## config.mk

```make
export PLATFORM = sky130hd
export DESIGN_NAME = masked_max_rgb_normalizer_top_flat
export DESIGN_NICKNAME = d
export VERILOG_FILES = /design/src/rgbn_pkg.sv /design/src/rgbn_if.sv /design/src/rgbn_div_lane.sv /design/src/rgbn_merge.sv /design/src/masked_max_rgb_normalizer_top.sv /design/src/flat_wrapper.sv
export SDC_FILE = /design/constraint.sdc
export NUM_CORES = 1
export LEC_CHECK = 0
export BUFFER_PORTS_ARGS = -buffer_cell sky130_fd_sc_hd__buf_2
export CAP_MARGIN = 20
export CORE_AREA = 5 5 169 171
export DETAILED_ROUTE_END_ITERATION = 6
export DIE_AREA = 0 0 174 176
export PLACE_DENSITY = 0.87
export SLEW_MARGIN = 20
export SYNTH_ARGS = -nofsm -noshare
export SYNTH_HDL_FRONTEND = slang
export SYNTH_SLANG_ARGS = --single-unit
export TNS_END_PERCENT = 10
```

## constraint.sdc

```tcl
create_clock -name clk -period 5.7 [get_ports clk]
set_input_delay 0.285 -clock clk [delete_from_list [all_inputs] [get_ports clk]]
set_output_delay 0.285 -clock clk [all_outputs]
set_load 0.02 [all_outputs]
```

## src/rgbn_pkg.sv

```systemverilog
// Shared constants, types and state encoding for the masked maximum RGB normaliser.
package rgbn_pkg;

    localparam int PIXEL_BITS    = 16;
    localparam int FRACTION_BITS = 16;
    localparam int OUT_BITS      = 20;
    localparam int MASK_BITS     = 16;

    localparam int DIVIDEND_BITS = PIXEL_BITS + FRACTION_BITS;
    localparam int HI_BITS       = DIVIDEND_BITS - OUT_BITS;
    localparam int STEP_BITS     = $clog2(OUT_BITS);

    // Threshold of 0.9 as a 0.16 fraction.
    localparam logic [MASK_BITS-1:0] THRESHOLD_RESET = MASK_BITS'(58982);
    localparam logic [STEP_BITS-1:0] LAST_STEP       = STEP_BITS'(OUT_BITS - 1);

    localparam logic MODE_MEASURE = 1'b0;
    localparam logic MODE_SCALE   = 1'b1;

    typedef enum logic [1:0] {
        ST_IDLE,
        ST_DIVIDE,
        ST_HOLD
    } state_t;

    typedef struct packed {
        logic start;
        logic step;
    } lane_ctrl_t;

endpackage

```

## src/rgbn_if.sv

```systemverilog
// Handshake channels for pixels in and normalised pixels out.
interface rgbn_in_if;
    import rgbn_pkg::*;

    logic                  valid;
    logic                  ready;
    logic                  mode;
    logic                  first_of_frame;
    logic [PIXEL_BITS-1:0] red_in;
    logic [PIXEL_BITS-1:0] green_in;
    logic [PIXEL_BITS-1:0] blue_in;
    logic [MASK_BITS-1:0]  mask_level;

    modport source (
        output valid, mode, first_of_frame, red_in, green_in, blue_in, mask_level,
        input  ready
    );
    modport sink (
        input  valid, mode, first_of_frame, red_in, green_in, blue_in, mask_level,
        output ready
    );
endinterface

interface rgbn_out_if;
    import rgbn_pkg::*;

    logic                  valid;
    logic                  ready;
    logic [OUT_BITS-1:0]   red_out;
    logic [OUT_BITS-1:0]   green_out;
    logic [OUT_BITS-1:0]   blue_out;
    logic                  scaled;
    logic [PIXEL_BITS-1:0] frame_maximum;

    modport source (
        output valid, red_out, green_out, blue_out, scaled, frame_maximum,
        input  ready
    );
    modport sink (
        input  valid, red_out, green_out, blue_out, scaled, frame_maximum,
        output ready
    );
endinterface

```

## src/rgbn_div_lane.sv

```systemverilog
// One channel lane: restoring divider, one quotient bit per cycle, saturation, zero-divisor pass-through.
module rgbn_div_lane (
    input  logic                           clk,
    input  logic                           rst_n,
    input  rgbn_pkg::lane_ctrl_t           ctrl,
    input  logic [rgbn_pkg::PIXEL_BITS-1:0] value,
    input  logic [rgbn_pkg::PIXEL_BITS-1:0] divisor,
    output logic [rgbn_pkg::OUT_BITS-1:0]   result
);
    import rgbn_pkg::*;

    logic [PIXEL_BITS-1:0]    rem_reg;
    logic [OUT_BITS-1:0]      shift_reg;
    logic [PIXEL_BITS-1:0]    raw_reg;
    logic                     sat_reg;
    logic [DIVIDEND_BITS-1:0] dividend;
    logic [PIXEL_BITS-1:0]    hi_part;
    logic [PIXEL_BITS:0]      trial;
    logic                     qbit;

    assign dividend = {value, {FRACTION_BITS{1'b0}}};
    assign hi_part  = PIXEL_BITS'(dividend[DIVIDEND_BITS-1 -: HI_BITS]);
    assign trial    = {rem_reg, shift_reg[OUT_BITS-1]};
    assign qbit     = (trial >= {1'b0, divisor});

    // The quotient fits the output only if the bits above it are below the divisor.
    always_ff @(posedge clk or negedge rst_n)
    begin
        if (!rst_n)
        begin
            sat_reg <= 1'b0;
        end
        else if (ctrl.start)
        begin
            sat_reg <= (hi_part >= divisor);
        end
    end

    always_ff @(posedge clk)
    begin
        if (ctrl.start)
        begin
            rem_reg   <= hi_part;
            shift_reg <= dividend[OUT_BITS-1:0];
            raw_reg   <= value;
        end
        else if (ctrl.step)
        begin
            rem_reg   <= qbit ? PIXEL_BITS'(trial - {1'b0, divisor}) : trial[PIXEL_BITS-1:0];
            shift_reg <= {shift_reg[OUT_BITS-2:0], qbit};
        end
    end

    always_comb
    begin
        if (divisor == '0)
        begin
            result = OUT_BITS'(raw_reg);
        end
        else if (sat_reg)
        begin
            result = '1;
        end
        else
        begin
            result = shift_reg;
        end
    end

endmodule

```

## src/rgbn_merge.sv

```systemverilog
// Merging stage: gathers the three lane results into the registered output channel.
module rgbn_merge (
    input  logic                            clk,
    input  logic                            rst_n,
    input  logic                            load,
    input  logic [rgbn_pkg::OUT_BITS-1:0]   red_res,
    input  logic [rgbn_pkg::OUT_BITS-1:0]   green_res,
    input  logic [rgbn_pkg::OUT_BITS-1:0]   blue_res,
    input  logic [rgbn_pkg::PIXEL_BITS-1:0] maximum,
    output logic                            can_load,
    rgbn_out_if.source                      pixel_out
);
    import rgbn_pkg::*;

    logic                  valid_reg;
    logic [OUT_BITS-1:0]   red_reg;
    logic [OUT_BITS-1:0]   green_reg;
    logic [OUT_BITS-1:0]   blue_reg;
    logic                  scaled_reg;
    logic [PIXEL_BITS-1:0] max_reg;

    assign can_load = !valid_reg || pixel_out.ready;

    always_ff @(posedge clk or negedge rst_n)
    begin
        if (!rst_n)
        begin
            valid_reg <= 1'b0;
        end
        else if (load)
        begin
            valid_reg <= 1'b1;
        end
        else if (pixel_out.ready)
        begin
            valid_reg <= 1'b0;
        end
    end

    always_ff @(posedge clk)
    begin
        if (load)
        begin
            red_reg    <= red_res;
            green_reg  <= green_res;
            blue_reg   <= blue_res;
            scaled_reg <= (maximum != '0);
            max_reg    <= maximum;
        end
    end

    assign pixel_out.valid         = valid_reg;
    assign pixel_out.red_out       = red_reg;
    assign pixel_out.green_out     = green_reg;
    assign pixel_out.blue_out      = blue_reg;
    assign pixel_out.scaled        = scaled_reg;
    assign pixel_out.frame_maximum = max_reg;

endmodule

```

## src/masked_max_rgb_normalizer_top.sv

```systemverilog
// Top level: maximum tracking, sequencing of the three divider lanes and the output stage.
// A measure pixel is absorbed in the cycle of its transfer and yields no result.
// A scale pixel is divided by the maximum in three parallel lanes, one quotient bit per cycle
// from each lane in the divide state, then loaded into the output register once it can accept it.
// Measure pixels are taken every cycle while idle; no pixel is taken while a scale pixel is in flight.
// Reset clears the maximum to zero and sets the mask threshold to 0.9.
module masked_max_rgb_normalizer_top (
    input  logic                           clk,
    input  logic                           rst_n,
    input  logic                           cfg_wr_en,
    input  logic [rgbn_pkg::MASK_BITS-1:0] cfg_wr_data,
    rgbn_in_if.sink                        pixel_in,
    rgbn_out_if.source                     pixel_out
);
    import rgbn_pkg::*;

    state_t                state_reg;
    state_t                state_next;
    logic [STEP_BITS-1:0]  step_reg;
    logic [STEP_BITS-1:0]  step_next;
    logic [MASK_BITS-1:0]  threshold_reg;
    logic [PIXEL_BITS-1:0] max_reg;
    logic [PIXEL_BITS-1:0] max_next;
    logic [PIXEL_BITS-1:0] pixel_peak;
    logic [PIXEL_BITS-1:0] max_base;
    lane_ctrl_t            lane_ctrl;
    logic                  load;
    logic                  can_load;
    logic                  accept;
    logic [OUT_BITS-1:0]   red_res;
    logic [OUT_BITS-1:0]   green_res;
    logic [OUT_BITS-1:0]   blue_res;

    assign pixel_in.ready = (state_reg == ST_IDLE);
    assign accept         = pixel_in.valid && pixel_in.ready;

    always_ff @(posedge clk or negedge rst_n)
    begin
        if (!rst_n)
        begin
            threshold_reg <= THRESHOLD_RESET;
        end
        else if (cfg_wr_en)
        begin
            threshold_reg <= cfg_wr_data;
        end
    end

    always_comb
    begin
        pixel_peak = pixel_in.red_in;
        if (pixel_in.green_in > pixel_peak)
        begin
            pixel_peak = pixel_in.green_in;
        end
        if (pixel_in.blue_in > pixel_peak)
        begin
            pixel_peak = pixel_in.blue_in;
        end
        max_base = pixel_in.first_of_frame ? '0 : max_reg;
        max_next = max_base;
        if ((pixel_in.mask_level > threshold_reg) && (pixel_peak > max_base))
        begin
            max_next = pixel_peak;
        end
    end

    always_ff @(posedge clk or negedge rst_n)
    begin
        if (!rst_n)
        begin
            max_reg <= '0;
        end
        else if (accept && (pixel_in.mode == MODE_MEASURE))
        begin
            max_reg <= max_next;
        end
    end

    always_ff @(posedge clk or negedge rst_n)
    begin
        if (!rst_n)
        begin
            state_reg <= ST_IDLE;
            step_reg  <= '0;
        end
        else
        begin
            state_reg <= state_next;
            step_reg  <= step_next;
        end
    end

    always_comb
    begin
        state_next      = state_reg;
        step_next       = step_reg;
        lane_ctrl.start = 1'b0;
        lane_ctrl.step  = 1'b0;
        load            = 1'b0;
        case (state_reg)
            ST_IDLE:
            begin
                step_next = '0;
                if (accept && (pixel_in.mode == MODE_SCALE))
                begin
                    lane_ctrl.start = 1'b1;
                    state_next      = ST_DIVIDE;
                end
            end
            ST_DIVIDE:
            begin
                lane_ctrl.step = 1'b1;
                step_next      = step_reg + 1'b1;
                if (step_reg == LAST_STEP)
                begin
                    state_next = ST_HOLD;
                end
            end
            ST_HOLD:
            begin
                if (can_load)
                begin
                    load       = 1'b1;
                    state_next = ST_IDLE;
                end
            end
            default:
            begin
                state_next = ST_IDLE;
            end
        endcase
    end

    // The maximum cannot change while a scale pixel is in flight, so it serves as divisor.
    rgbn_div_lane u_lane_red (
        .clk     (clk),
        .rst_n   (rst_n),
        .ctrl    (lane_ctrl),
        .value   (pixel_in.red_in),
        .divisor (max_reg),
        .result  (red_res)
    );

    rgbn_div_lane u_lane_green (
        .clk     (clk),
        .rst_n   (rst_n),
        .ctrl    (lane_ctrl),
        .value   (pixel_in.green_in),
        .divisor (max_reg),
        .result  (green_res)
    );

    rgbn_div_lane u_lane_blue (
        .clk     (clk),
        .rst_n   (rst_n),
        .ctrl    (lane_ctrl),
        .value   (pixel_in.blue_in),
        .divisor (max_reg),
        .result  (blue_res)
    );

    rgbn_merge u_merge (
        .clk       (clk),
        .rst_n     (rst_n),
        .load      (load),
        .red_res   (red_res),
        .green_res (green_res),
        .blue_res  (blue_res),
        .maximum   (max_reg),
        .can_load  (can_load),
        .pixel_out (pixel_out)
    );

endmodule

```

## src/flat_wrapper.sv

```systemverilog
// flat-port wrapper written by rule: the top's interface ports become plain ports
module masked_max_rgb_normalizer_top_flat import rgbn_pkg::*;
  (clk, rst_n, cfg_wr_en, cfg_wr_data, pixel_in_valid, pixel_in_mode, pixel_in_first_of_frame, pixel_in_red_in, pixel_in_green_in, pixel_in_blue_in, pixel_in_mask_level, pixel_in_ready, pixel_out_valid, pixel_out_red_out, pixel_out_green_out, pixel_out_blue_out, pixel_out_scaled, pixel_out_frame_maximum, pixel_out_ready);
  rgbn_in_if pixel_in_i ();
  rgbn_out_if pixel_out_i ();
  input  logic clk;
  input  logic rst_n;
  input  logic cfg_wr_en;
  input  logic [rgbn_pkg::MASK_BITS-1:0] cfg_wr_data;
  input wire logic [$bits(pixel_in_i.valid)-1:0] pixel_in_valid;
  input wire logic [$bits(pixel_in_i.mode)-1:0] pixel_in_mode;
  input wire logic [$bits(pixel_in_i.first_of_frame)-1:0] pixel_in_first_of_frame;
  input wire logic [$bits(pixel_in_i.red_in)-1:0] pixel_in_red_in;
  input wire logic [$bits(pixel_in_i.green_in)-1:0] pixel_in_green_in;
  input wire logic [$bits(pixel_in_i.blue_in)-1:0] pixel_in_blue_in;
  input wire logic [$bits(pixel_in_i.mask_level)-1:0] pixel_in_mask_level;
  output wire logic [$bits(pixel_in_i.ready)-1:0] pixel_in_ready;
  output wire logic [$bits(pixel_out_i.valid)-1:0] pixel_out_valid;
  output wire logic [$bits(pixel_out_i.red_out)-1:0] pixel_out_red_out;
  output wire logic [$bits(pixel_out_i.green_out)-1:0] pixel_out_green_out;
  output wire logic [$bits(pixel_out_i.blue_out)-1:0] pixel_out_blue_out;
  output wire logic [$bits(pixel_out_i.scaled)-1:0] pixel_out_scaled;
  output wire logic [$bits(pixel_out_i.frame_maximum)-1:0] pixel_out_frame_maximum;
  input wire logic [$bits(pixel_out_i.ready)-1:0] pixel_out_ready;
  assign pixel_in_i.valid = pixel_in_valid;
  assign pixel_in_i.mode = pixel_in_mode;
  assign pixel_in_i.first_of_frame = pixel_in_first_of_frame;
  assign pixel_in_i.red_in = pixel_in_red_in;
  assign pixel_in_i.green_in = pixel_in_green_in;
  assign pixel_in_i.blue_in = pixel_in_blue_in;
  assign pixel_in_i.mask_level = pixel_in_mask_level;
  assign pixel_in_ready = pixel_in_i.ready;
  assign pixel_out_valid = pixel_out_i.valid;
  assign pixel_out_red_out = pixel_out_i.red_out;
  assign pixel_out_green_out = pixel_out_i.green_out;
  assign pixel_out_blue_out = pixel_out_i.blue_out;
  assign pixel_out_scaled = pixel_out_i.scaled;
  assign pixel_out_frame_maximum = pixel_out_i.frame_maximum;
  assign pixel_out_i.ready = pixel_out_ready;
  masked_max_rgb_normalizer_top u_core (.clk(clk), .rst_n(rst_n), .cfg_wr_en(cfg_wr_en), .cfg_wr_data(cfg_wr_data), .pixel_in(pixel_in_i), .pixel_out(pixel_out_i));
endmodule
```

==> out/metrics.cfg <==
[finish]
seq_area_sq_um = 7480
fillerInstances = 1961
layout_commonest_cell = edfxtp_1
synthToLayoutAreaGrowth_pct = 16.6
nNetsFinal = 2036
final_cell_mix = edfxtp_1 (173), nor2_1 (172), nand2_1 (166)
multi_input_area_sq_um = 7950
drive_gt1_share_pct = 17.4
finish.utilization_pct = 69.2

[synthesis]
synth_fp_nets = 1844
synthMuxAreaShare_pct = 3.24
synthAdderAreaFrac_pct = 12.1
synth_top_family_by_area = compound AO/OA/AOI/OAI gates
synth.top_cell.area_share_pct = 32.8
synth-seq-area-share_pct = 47.2
synthTopCellsByArea = edfxtp_1 (33%), ha_1 (12%), dfxtp_1 (7.6%)
ys_async_sr_fraction_pct = 15.6
synth.distinct_cells = 73
synth-compound-area-share_pct = 17.0
synthSimpleGateAreaFrac_pct = 15.4
synth_enable_flop_cells = 173
ys_seq_elements = 276
synth_warnings = 0
synth_area_sq_um = 15800
synthXorXnorAreaFrac_pct = 1.66
synth_top_area_cell = edfxtp_1
syn_inst = 1605
syn_avg_cell_area_sq_um = 9.87
synthFlopType = edfxtp_1

[drt]
dr_wl_met3_um = 4090
wire_per_inst_um = 21.3
antenna_left = 0
drtPass1Iterations = 6
drt_iter0_markers = 1495
via_per_inst = 6.16
drc = 0
wl_met2_um = 21600
via_count = 13300
wl_met1_um = 18600
top_layer = met5
routed_wl_um = 46100

[sta]
finalMaxSlewViolations = 0
layout_min_cycle_time_ns = 5.61
slew_headroom_pct = 23.8
period_share_pct = 98.4
hold_viol = 0
skew_ns = 0.0104
setup_viol = 0
setup_ws_ns = 0.0912
worst_pin_slew_ns = 1.14
finalSetupTns_ns = 0
max_freq_mhz = 178

[placement]
hpwl_um = 32800
gp_congestion = 0.989
portBuffers = 165
post-place-ws_ns = -0.0367

[worst_setup_path]
cp.arrival_ns = 6.03
critPathMaxFanout = 8
crit_type = in -> reg
cp_slowest_stage_delay_ns = 0.54
cp-end-kind = register
critPathRequiredTime_ns = 6.12
r2r_setup_slack_ns = 1.36
path_buf_inv = 9
path_delay_family = compound AO/OA/AOI/OAI gates
critPathMostFrequentCell = buf_6
cp-start-kind = input port
crit_slowest_cell = dlygate4sd3_1

[status]
status = finished, final reports clean

[clock_tree]
cts_made_buffers = 29
cts_tree = yes
htree_levels = 1
insertion_delay_ns = 0.54
clk_pin_slew_worst_paths_ns = 0.07
cts_sinks = 276
clk_path_buf_depth = 3
root_buffer = clkbuf_16

[grt]
grt_max_degree = 110
grt_overflow = 0
antenna_found_initial = 3
first_global_vias = 12700
gr-usage-all-layers_pct = 28.9
grt_pass1_wl_um = 70700

[die]
coreArea_sq_um = 26700
die_x_um = 174
dieHeight_um = 176
pin_count = 166
dieArea_sq_um = 30600
start_util_pct = 59.3
fp-row-count = 60

[power_and_ir_drop]
p_switching_mw = 4.55
netSwitchingFraction_pct = 41.4
power.share.combinational_pct = 50.6
seqPwrFrac_pct = 31.6
power_leakage_nw = 7.80
internal_power_mw = 6.45
peakVddDrop_v = 0.000307
pwr-share-clk_pct = 17.8
powerDensity_nw_per_um2 = 595

[hold_path]
hold_path.class = in -> reg

[flow_run]
max-cap-violations = 0

==> cell families (layout without fill, tap and decap cells) <==
family / count (synthesis) / count (layout)
buf+inv: 132 / 346
flops: 276 / 276
simple gates: 534 / 534
fa+ha+maj: 152 / 152
other cells: 0 / 1
xor+xnor: 30 / 30
mux: 49 / 49
compound gates: 432 / 432
==> worst paths after layout <==
check,from,endpoint,cells past startpoint
max in group asynchronous,rst_n,u_core.threshold_reg[11]$_DFFE_PN0P_,2
hold / removal,pixel_in_red_in[12],u_core.u_lane_red.raw_reg[12]$_DFFE_PP_,1
setup / recovery,pixel_in_red_in[4],u_core.max_reg[11]$_DFFE_PN0P_,31
setup reg to reg,u_core.max_reg[1]$_DFFE_PN0P_,u_core.u_lane_blue.rem_reg[1]$_DFFE_PP_,10
min in group asynchronous,rst_n,u_core.u_lane_red.sat_reg$_DFFE_PN0P_,2
hold reg to reg,u_core.u_lane_blue.shift_reg[13]$_SDFFE_PP0P_,u_core.u_lane_blue.shift_reg[13]$_SDFFE_PP0P_,2
==> cell type report <==
type	count	share of cell area (%)
clock inverters	18	1.16
clock buffers	35	4.16
inverters	63	1.30
multi-input cells	1197	43.0
repair buffers	230	7.59
well taps	341	2.31
diodes	1	0.0135
flip-flops and latches	276	40.5
==> through the flow <==
step	power [mW]	hold slack, ns	cell area [sq um]	std cells
after detailed placement	8.83	0.469	17100	2075
final	11.0	0.0221	18500	2161
after global routing	11.8	0.0125	18500	2160
after global placement	8.61	0.453	17100	2075
after CTS	10.8	0.00486	18300	2152
after floorplan	7.50	-0.0106	15800	1605
==> synth_stat cells, drive strengths merged, types with 5 or more instances <==
library cell  number
edfxtp           173
nor2             173
nand2            166
ha               149
o21ai            137
a21oi            128
inv               62
clkbuf            60
dfxtp             60
a21o              39
and2              34
dfrtp             34
nand2b            34
nand3             32
mux2i             30
o21a              30
a31oi             24
nand4             22
xnor2             22
mux2              19
nor2b             19
nor3              17
a211oi            10
and3               9
buf                9
dfstp              9
nor4               9
o31a               9
o211ai             8
xor2               8
a22o               7
or3                6
o21bai             5
==> power groups by stage <==
| stage | registers [mW] | clock network, mW | logic [mW] |
|---|---|---|---|
| 3_5_place_dp | 3.48 | 0 | 5.35 |
| 6_report | 3.47 | 1.96 | 5.57 |
| 3_3_place_gp | 3.45 | 0 | 5.16 |
| 4_1_cts | 3.45 | 1.96 | 5.42 |
| 2_1_floorplan | 3.27 | 0 | 4.22 |
| 5_1_grt | 3.52 | 2.06 | 6.18 |
==> layer usage <==
layer / track usage, % / up-vias
met4: 9.40 / 2
met5: 0 / -
met2: 48.4 / 715
li1: - / 6200
met3: 4.58 / 121
met1: 38.9 / 6281
==> repair_timing <==
action,in CTS,in global routing
hold buffers,24,0
gates resized for setup,0,26
endpoints found under the hold margin,57,0
setup endpoints to repair,0,16
buffers inserted,0,8
Note: power is estimated with default switching activity, not from simulation.
